--- src/design/tdkpc_pkg.sv ---
// Package for the two-key press duration classifier.
// Holds the configuration, lane status and result types, and the event codes.
// No dependencies; the lane, merge and top-level design files import it.
package tdkpc_pkg;

  localparam int REG_W = 10;

  localparam logic [1:0] CFG_DEBOUNCE  = 2'd0;
  localparam logic [1:0] CFG_LONG      = 2'd1;
  localparam logic [1:0] CFG_VERY_LONG = 2'd2;

  localparam logic [REG_W-1:0] DEBOUNCE_RESET  = 10'd2;
  localparam logic [REG_W-1:0] LONG_RESET      = 10'd100;
  localparam logic [REG_W-1:0] VERY_LONG_RESET = 10'd1000;

  localparam logic [1:0] EV_NONE      = 2'd0;
  localparam logic [1:0] EV_SHORT     = 2'd1;
  localparam logic [1:0] EV_LONG      = 2'd2;
  localparam logic [1:0] EV_VERY_LONG = 2'd3;

  typedef struct packed {
    logic [REG_W-1:0] debounce_count;
    logic [REG_W-1:0] long_count;
    logic [REG_W-1:0] very_long_count;
  } cfg_regs_t;

  typedef struct packed {
    logic released;
    logic advance;
    logic first_tick;
    logic at_debounce;
    logic at_long;
    logic at_very_long;
    logic release_short;
  } lane_stat_t;

  typedef struct packed {
    logic       shutdown_request;
    logic [1:0] key1_event;
    logic [1:0] key0_event;
  } result_t;

endpackage

--- src/design/tdkpc_lane.sv ---
// One key lane: the saturating hold counter and its threshold compares.
// Depends on tdkpc_pkg; two instances feed tdkpc_merge.
module tdkpc_lane
  import tdkpc_pkg::*;
#(
  parameter int COUNT_WIDTH = 10
) (
  input  logic       clk,
  input  logic       rst_n,
  input  logic       step_en,
  input  logic       pressed,
  input  cfg_regs_t  cfg,
  output lane_stat_t stat
);

  localparam int CMP_W = (COUNT_WIDTH > REG_W) ? COUNT_WIDTH : REG_W;
  localparam logic [CMP_W-1:0] COUNT_MAX = CMP_W'((64'd1 << COUNT_WIDTH) - 64'd1);

  logic [COUNT_WIDTH-1:0] hold_count_r;
  logic [COUNT_WIDTH-1:0] hold_count_nxt;
  logic [CMP_W-1:0]       cnt_ext;
  logic [CMP_W-1:0]       inc_ext;
  logic [CMP_W-1:0]       deb_ext;
  logic [CMP_W-1:0]       long_ext;
  logic [CMP_W-1:0]       vlong_ext;
  logic [CMP_W-1:0]       sat_ext;

  assign cnt_ext   = CMP_W'(hold_count_r);
  assign inc_ext   = cnt_ext + CMP_W'(1);
  assign deb_ext   = CMP_W'(cfg.debounce_count);
  assign long_ext  = CMP_W'(cfg.long_count);
  assign vlong_ext = CMP_W'(cfg.very_long_count);
  assign sat_ext   = (vlong_ext < COUNT_MAX) ? vlong_ext : COUNT_MAX;

  always_comb begin
    stat.released      = !pressed;
    stat.advance       = pressed && (cnt_ext < sat_ext);
    stat.first_tick    = (inc_ext == CMP_W'(1));
    stat.at_debounce   = (inc_ext == deb_ext);
    stat.at_long       = (inc_ext == long_ext);
    stat.at_very_long  = (inc_ext == vlong_ext);
    stat.release_short = !pressed && (cnt_ext >= deb_ext) && (cnt_ext < long_ext);
  end

  always_comb begin
    if (!pressed) begin
      hold_count_nxt = '0;
    end else if (stat.advance) begin
      hold_count_nxt = inc_ext[COUNT_WIDTH-1:0];
    end else begin
      hold_count_nxt = sat_ext[COUNT_WIDTH-1:0];
    end
  end

  always_ff @(posedge clk) begin
    if (!rst_n) begin
      hold_count_r <= '0;
    end else if (step_en) begin
      hold_count_r <= hold_count_nxt;
    end
  end

endmodule

--- src/design/tdkpc_merge.sv ---
// Merging stage: applies the per-key event rules to the two lane reports.
// Holds the press flags of key 0. Depends on tdkpc_pkg.
module tdkpc_merge
  import tdkpc_pkg::*;
(
  input  logic       clk,
  input  logic       rst_n,
  input  logic       step_en,
  input  logic       idle,
  input  lane_stat_t st0,
  input  lane_stat_t st1,
  output result_t    res
);

  logic short_sent_r, short_sent_nxt;
  logic shut_sent_r, shut_sent_nxt;
  logic began_idle_r, began_idle_nxt;

  always_comb begin
    res            = '0;
    short_sent_nxt = short_sent_r;
    shut_sent_nxt  = shut_sent_r;
    began_idle_nxt = began_idle_r;

    if (st0.released) begin
      if (st0.release_short && !short_sent_r) begin
        res.key0_event = EV_SHORT;
      end
      short_sent_nxt = 1'b0;
      shut_sent_nxt  = 1'b0;
      began_idle_nxt = 1'b0;
    end else if (st0.advance) begin
      if (st0.first_tick) begin
        began_idle_nxt = idle;
      end
      if (idle && st0.at_debounce && !short_sent_r) begin
        res.key0_event = EV_SHORT;
        short_sent_nxt = 1'b1;
      end
      if (st0.at_long && !began_idle_nxt) begin
        res.key0_event = EV_LONG;
        if (!shut_sent_r) begin
          res.shutdown_request = 1'b1;
          shut_sent_nxt        = 1'b1;
        end
      end
    end

    if (st1.released) begin
      if (st1.release_short) begin
        res.key1_event = EV_SHORT;
      end
    end else if (st1.advance) begin
      if (st1.at_long) begin
        res.key1_event = EV_LONG;
      end else if (st1.at_very_long) begin
        res.key1_event = EV_VERY_LONG;
      end
    end
  end

  always_ff @(posedge clk) begin
    if (!rst_n) begin
      short_sent_r <= 1'b0;
      shut_sent_r  <= 1'b0;
      began_idle_r <= 1'b0;
    end else if (step_en) begin
      short_sent_r <= short_sent_nxt;
      shut_sent_r  <= shut_sent_nxt;
      began_idle_r <= began_idle_nxt;
    end
  end

endmodule

--- src/design/two_key_press_duration_classifier.sv ---
// Two-key press duration classifier, top level.
// Instantiates two tdkpc_lane blocks and tdkpc_merge; depends on tdkpc_pkg.
//
// Every input transaction is one scan tick and produces exactly one result
// transaction carrying the events of both keys and the shutdown pulse. A tick
// is taken every clock cycle while the skid register is empty: the two key
// lanes and the merging stage are combinational compare logic, and the result
// sits in an output register backed by a one-entry skid register, so input
// stays ready while one result waits. Configuration writes take effect on the
// next cycle and should be made while no tick is in flight.
module two_key_press_duration_classifier
  import tdkpc_pkg::*;
#(
  parameter int COUNT_WIDTH = 10
) (
  input  logic             clk,
  input  logic             rst_n,
  input  logic             in_tvalid,
  output logic             in_tready,
  // [0] key0_level, [1] key1_level, [2] system_idle, [7:3] zero
  input  logic [7:0]       in_tdata,
  output logic             out_tvalid,
  input  logic             out_tready,
  // [1:0] key0_event, [3:2] key1_event, [4] shutdown_request, [7:5] zero
  output logic [7:0]       out_tdata,
  input  logic             cfg_we,
  input  logic [1:0]       cfg_index,
  input  logic [REG_W-1:0] cfg_wdata
);

  cfg_regs_t  cfg_r;
  lane_stat_t st0, st1;
  result_t    res;
  result_t    out_data_r, skid_data_r;
  logic       out_valid_r, skid_valid_r;
  logic       step_en;

  assign in_tready = !skid_valid_r;
  assign step_en   = in_tvalid && in_tready;

  always_ff @(posedge clk) begin
    if (!rst_n) begin
      cfg_r.debounce_count  <= DEBOUNCE_RESET;
      cfg_r.long_count      <= LONG_RESET;
      cfg_r.very_long_count <= VERY_LONG_RESET;
    end else if (cfg_we) begin
      unique case (cfg_index)
        CFG_DEBOUNCE:  cfg_r.debounce_count  <= cfg_wdata;
        CFG_LONG:      cfg_r.long_count      <= cfg_wdata;
        CFG_VERY_LONG: cfg_r.very_long_count <= cfg_wdata;
        default: begin
        end
      endcase
    end
  end

  tdkpc_lane #(.COUNT_WIDTH(COUNT_WIDTH)) u_lane0 (
    .clk     (clk),
    .rst_n   (rst_n),
    .step_en (step_en),
    .pressed (!in_tdata[0]),
    .cfg     (cfg_r),
    .stat    (st0)
  );

  tdkpc_lane #(.COUNT_WIDTH(COUNT_WIDTH)) u_lane1 (
    .clk     (clk),
    .rst_n   (rst_n),
    .step_en (step_en),
    .pressed (!in_tdata[1]),
    .cfg     (cfg_r),
    .stat    (st1)
  );

  tdkpc_merge u_merge (
    .clk     (clk),
    .rst_n   (rst_n),
    .step_en (step_en),
    .idle    (in_tdata[2]),
    .st0     (st0),
    .st1     (st1),
    .res     (res)
  );

  always_ff @(posedge clk) begin
    if (!rst_n) begin
      out_valid_r  <= 1'b0;
      skid_valid_r <= 1'b0;
    end else if (!out_valid_r || out_tready) begin
      out_valid_r  <= skid_valid_r || step_en;
      skid_valid_r <= 1'b0;
    end else if (step_en) begin
      skid_valid_r <= 1'b1;
    end
  end

  always_ff @(posedge clk) begin
    if (!out_valid_r || out_tready) begin
      out_data_r <= skid_valid_r ? skid_data_r : res;
    end else if (step_en) begin
      skid_data_r <= res;
    end
  end

  assign out_tvalid = out_valid_r;
  assign out_tdata  = {3'b000, out_data_r};

endmodule

--- config.mk ---
export PLATFORM = sky130hd
export DESIGN_NAME = two_key_press_duration_classifier
export DESIGN_NICKNAME = d
export VERILOG_FILES = /design/src/design/tdkpc_pkg.sv /design/src/design/tdkpc_lane.sv /design/src/design/tdkpc_merge.sv /design/src/design/two_key_press_duration_classifier.sv
export SDC_FILE = /design/constraint.sdc
export NUM_CORES = 1
export LEC_CHECK = 0
export BUFFER_PORTS_ARGS = -buffer_cell sky130_fd_sc_hd__buf_2
export CAP_MARGIN = 20
export CORE_MARGIN = 5
export CORE_UTILIZATION = 57
export DETAILED_ROUTE_END_ITERATION = 8
export PLACE_DENSITY = 0.78
export SYNTH_ARGS = -nofsm -noshare
export SYNTH_HDL_FRONTEND = slang
export SYNTH_HIERARCHICAL = 1
export SYNTH_SLANG_ARGS = --single-unit
--- constraint.sdc ---
create_clock -name clk -period 2.5 [get_ports clk]
set_input_delay 0.25 -clock clk [delete_from_list [all_inputs] [get_ports clk]]
set_output_delay 0.25 -clock clk [all_outputs]
set_load 0.05 [all_outputs]
==> flow_summary.yaml <==
floorplanning:
  ioPinCount: 35
  die_h_um: 110
  fp.coreArea_um2: 9770
  rows: 36
  die_area_um2: 12100
  start_util_pct: 58.4
  die_width_um: 110
global_route:
  first_global_vias: 5629
  grt_max_degree: 45
  grt_pass1_wl_mm: 26.7
  globalRouteTotalUtil_pct: 27.9
  grt-ovfl-total: 0
  antenna_found_initial: 0
routing:
  drt-pass1-iter-count: 5
  vias: 5578
  drc: 0
  vias_per_cell: 6.13
  drtIter0Drc: 413
  drt_wl_total_mm: 16.3
  ant_nets: 0
  wl_per_cell_um: 17.9
timing:
  tightestPinTransition_ps: 700
  clock_skew_ps: 15.2
  fin_crit_sh_pct: 109
  rsz0062_at_grt: "true"
  hold_viol: 0
  timing.final.ws_setup_ps: -217
  min_period_ps: 2720
  timing.fmax_mhz: 368
  setup_viol: 5
  maxSlewViolCount: 0
  max-slew-margin-rel_pct: 53.2
min_path:
  hold_class: "primary input to register"
  holdPathStages: 3
setup_path:
  path_cells: "buf_6 -> ha_4 -> nand3_4 -> or4b_4 -> a21boi_2 -> o2111ai_2 -> nor3_2 -> nand2_1 -> a32o_2 -> mux2_2"
  cp.required_ps: 2590
  r2r_slack_ps: -220
  worstReg2RegEnd: "out_tdata[0]$_DFFE_PP_"
  critPathLaunchType: "register"
  crit_buf_inv: 1
  path_depth: 10
  cp_slowest_cell: "or4b_4"
  r2r_cells: 10
  critPathMaxFanout: 5
  crit_start: "u_lane0/cnt_ext[1]$_SDFFE_PN0P_"
  crit_path_end_kind: "register"
  critPathArrivalTime_ps: 2810
  endpoint: "out_tdata[0]$_DFFE_PP_"
  path_class: "register to register"
  slowest_delay_ps: 540
  crit_family: "simple AND/OR/NAND/NOR gates"
  r2r_start: "u_lane0/cnt_ext[1]$_SDFFE_PN0P_"
final_layout:
  finalNonFillerCells: 910
  drive_above_1_share_pct: 24.2
  layout.nets: 859
  num_antenna_cells: 0
  areaGrowthSynthToFinish_pct: 20.1
pwr:
  report.power.total_mw: 2.63
  powerDensity_nw_per_um2: 384
  peakVddDrop_v: 0.000242
  leakage_nw: 3.04
status:
  violations: "setup timing"
  status: "finished with violations"
cts:
  cts_buffers: 9
  h-tree-depth: 3
  cts-root-buf: "clkbuf_8"
  path_clk_slew_ps: 80
  clk_latency_ps: 350
  cts.path.max_buffers: 2
  cts.sinks: 65
  cts_tree: "built"
flow_run:
  max-cap-violations: 0
placed_design:
  gp_congestion: 0.926
  hpwl_mm: 12.3
  port_buffers: 26
  dp.cells: 878
yosys:
  avgSynthCellArea_um2: 8.27
  syn_area_um2: 5710
  synth_cells: 690
  ys.warnings.count: 6
-- tightest hold or removal path, stage by stage --
cell     delay (ps)
buf_2           100
nand2_1          70
mux2i_1          70
-- placed cells by master (no fill, tap or decap), types with 17 or more instances in the layout --
cell type,count
inv_1,74
buf_2,26
mux2i_1,24
xnor2_1,28
nor3_1,24
and3_1,17
ha_1,59
buf_4,89
nand2_1,79
nor2b_1,17
dfxtp_1,44
o211ai_1,31
nand3_1,20
-- area by class of cell --
class                           instances  area [µm²]
Inverter                               75         282
Timing Repair Buffer                  119         843
Clock inverter                          6        58.8
Sequential cell                        65        1420
Multi-Input combinational cell        502        3950
Clock buffer                           10         128
Tap cell                              133         166
Fill cell                             742        2920
-- flip-flops by register name (all words and copies together), names as in the netlist --
name	count
cfg_r	30
out_tdata	5
u_merge/short_sent_r	1
out_tvalid	1
skid_data_r	5
skid_valid_r	1
u_lane1/cnt_ext	10
u_lane0/cnt_ext	10
u_merge/shut_sent_r	1
u_merge/began_idle_r	1
-- per-layer routing --
| layer | share of wire [%] | global-route usage, % | vias up |
|---|---|---|---|
| met1 | 42 | 34.9 | 2632 |
| met2 | 47 | 47.4 | 274 |
| li1 | - | - | 2612 |
| met5 | 0 | 0 | - |
| met3 | 7.7 | 5.18 | 60 |
| met4 | 3.7 | 11.1 | 0 |
-- stage by stage --
| stage | hold WS, ps | TNS, ps | worst slack (ps) | area, µm² | util (%) |
|---|---|---|---|---|---|
| after detailed placement | 469 | -735 | -339 | 6350 | 64.9 |
| after CTS | 176 | -82.5 | -82.5 | 6740 | 68.9 |
| after global routing | 176 | -985 | -266 | 6850 | 70.1 |
| after floorplan | 390 | -6.23 | -6.23 | 5740 | - |
| after global placement | 463 | -331 | -213 | 6350 | 64.9 |
| final | 187 | -562 | -217 | 6850 | 70.1 |
-- what timing repair did --
item | CTS | global route
gates resized for setup | 24 | 26
hold buffers | 0 | 0
endpoints found under the setup margin | 5 | 12
buffers inserted | 13 | 7
pin swaps | 12 | 19
-- worst min path at each step --
stage	endpoint	startpoint	slack, ps
after floorplan	u_merge/short_sent_r$_SDFFE_PN0P_	rst_n	390
after global placement	u_merge/began_idle_r$_SDFFE_PN0P_	u_merge/began_idle_r$_SDFFE_PN0P_	460
after detailed placement	u_merge/shut_sent_r$_SDFFE_PN0P_	u_merge/shut_sent_r$_SDFFE_PN0P_	470
after CTS	cfg_r[26]$_SDFFE_PN0P_	cfg_wdata[6]	180
after global routing	cfg_r[26]$_SDFFE_PN0P_	cfg_wdata[6]	180
final	cfg_r[11]$_SDFFE_PN0P_	cfg_wdata[1]	190
-- power breakdown --
part / leakage, nW / internal [mW] / switching, mW / total [mW]
registers: 0.554 / 1.10 / 0.0443 / 1.14
clock network: 0.0913 / 0.454 / 0.432 / 0.886
logic: 2.39 / 0.263 / 0.340 / 0.603
total: 3.04 / 1.82 / 0.816 / 2.63
Power figures use the tool's default switching activity.
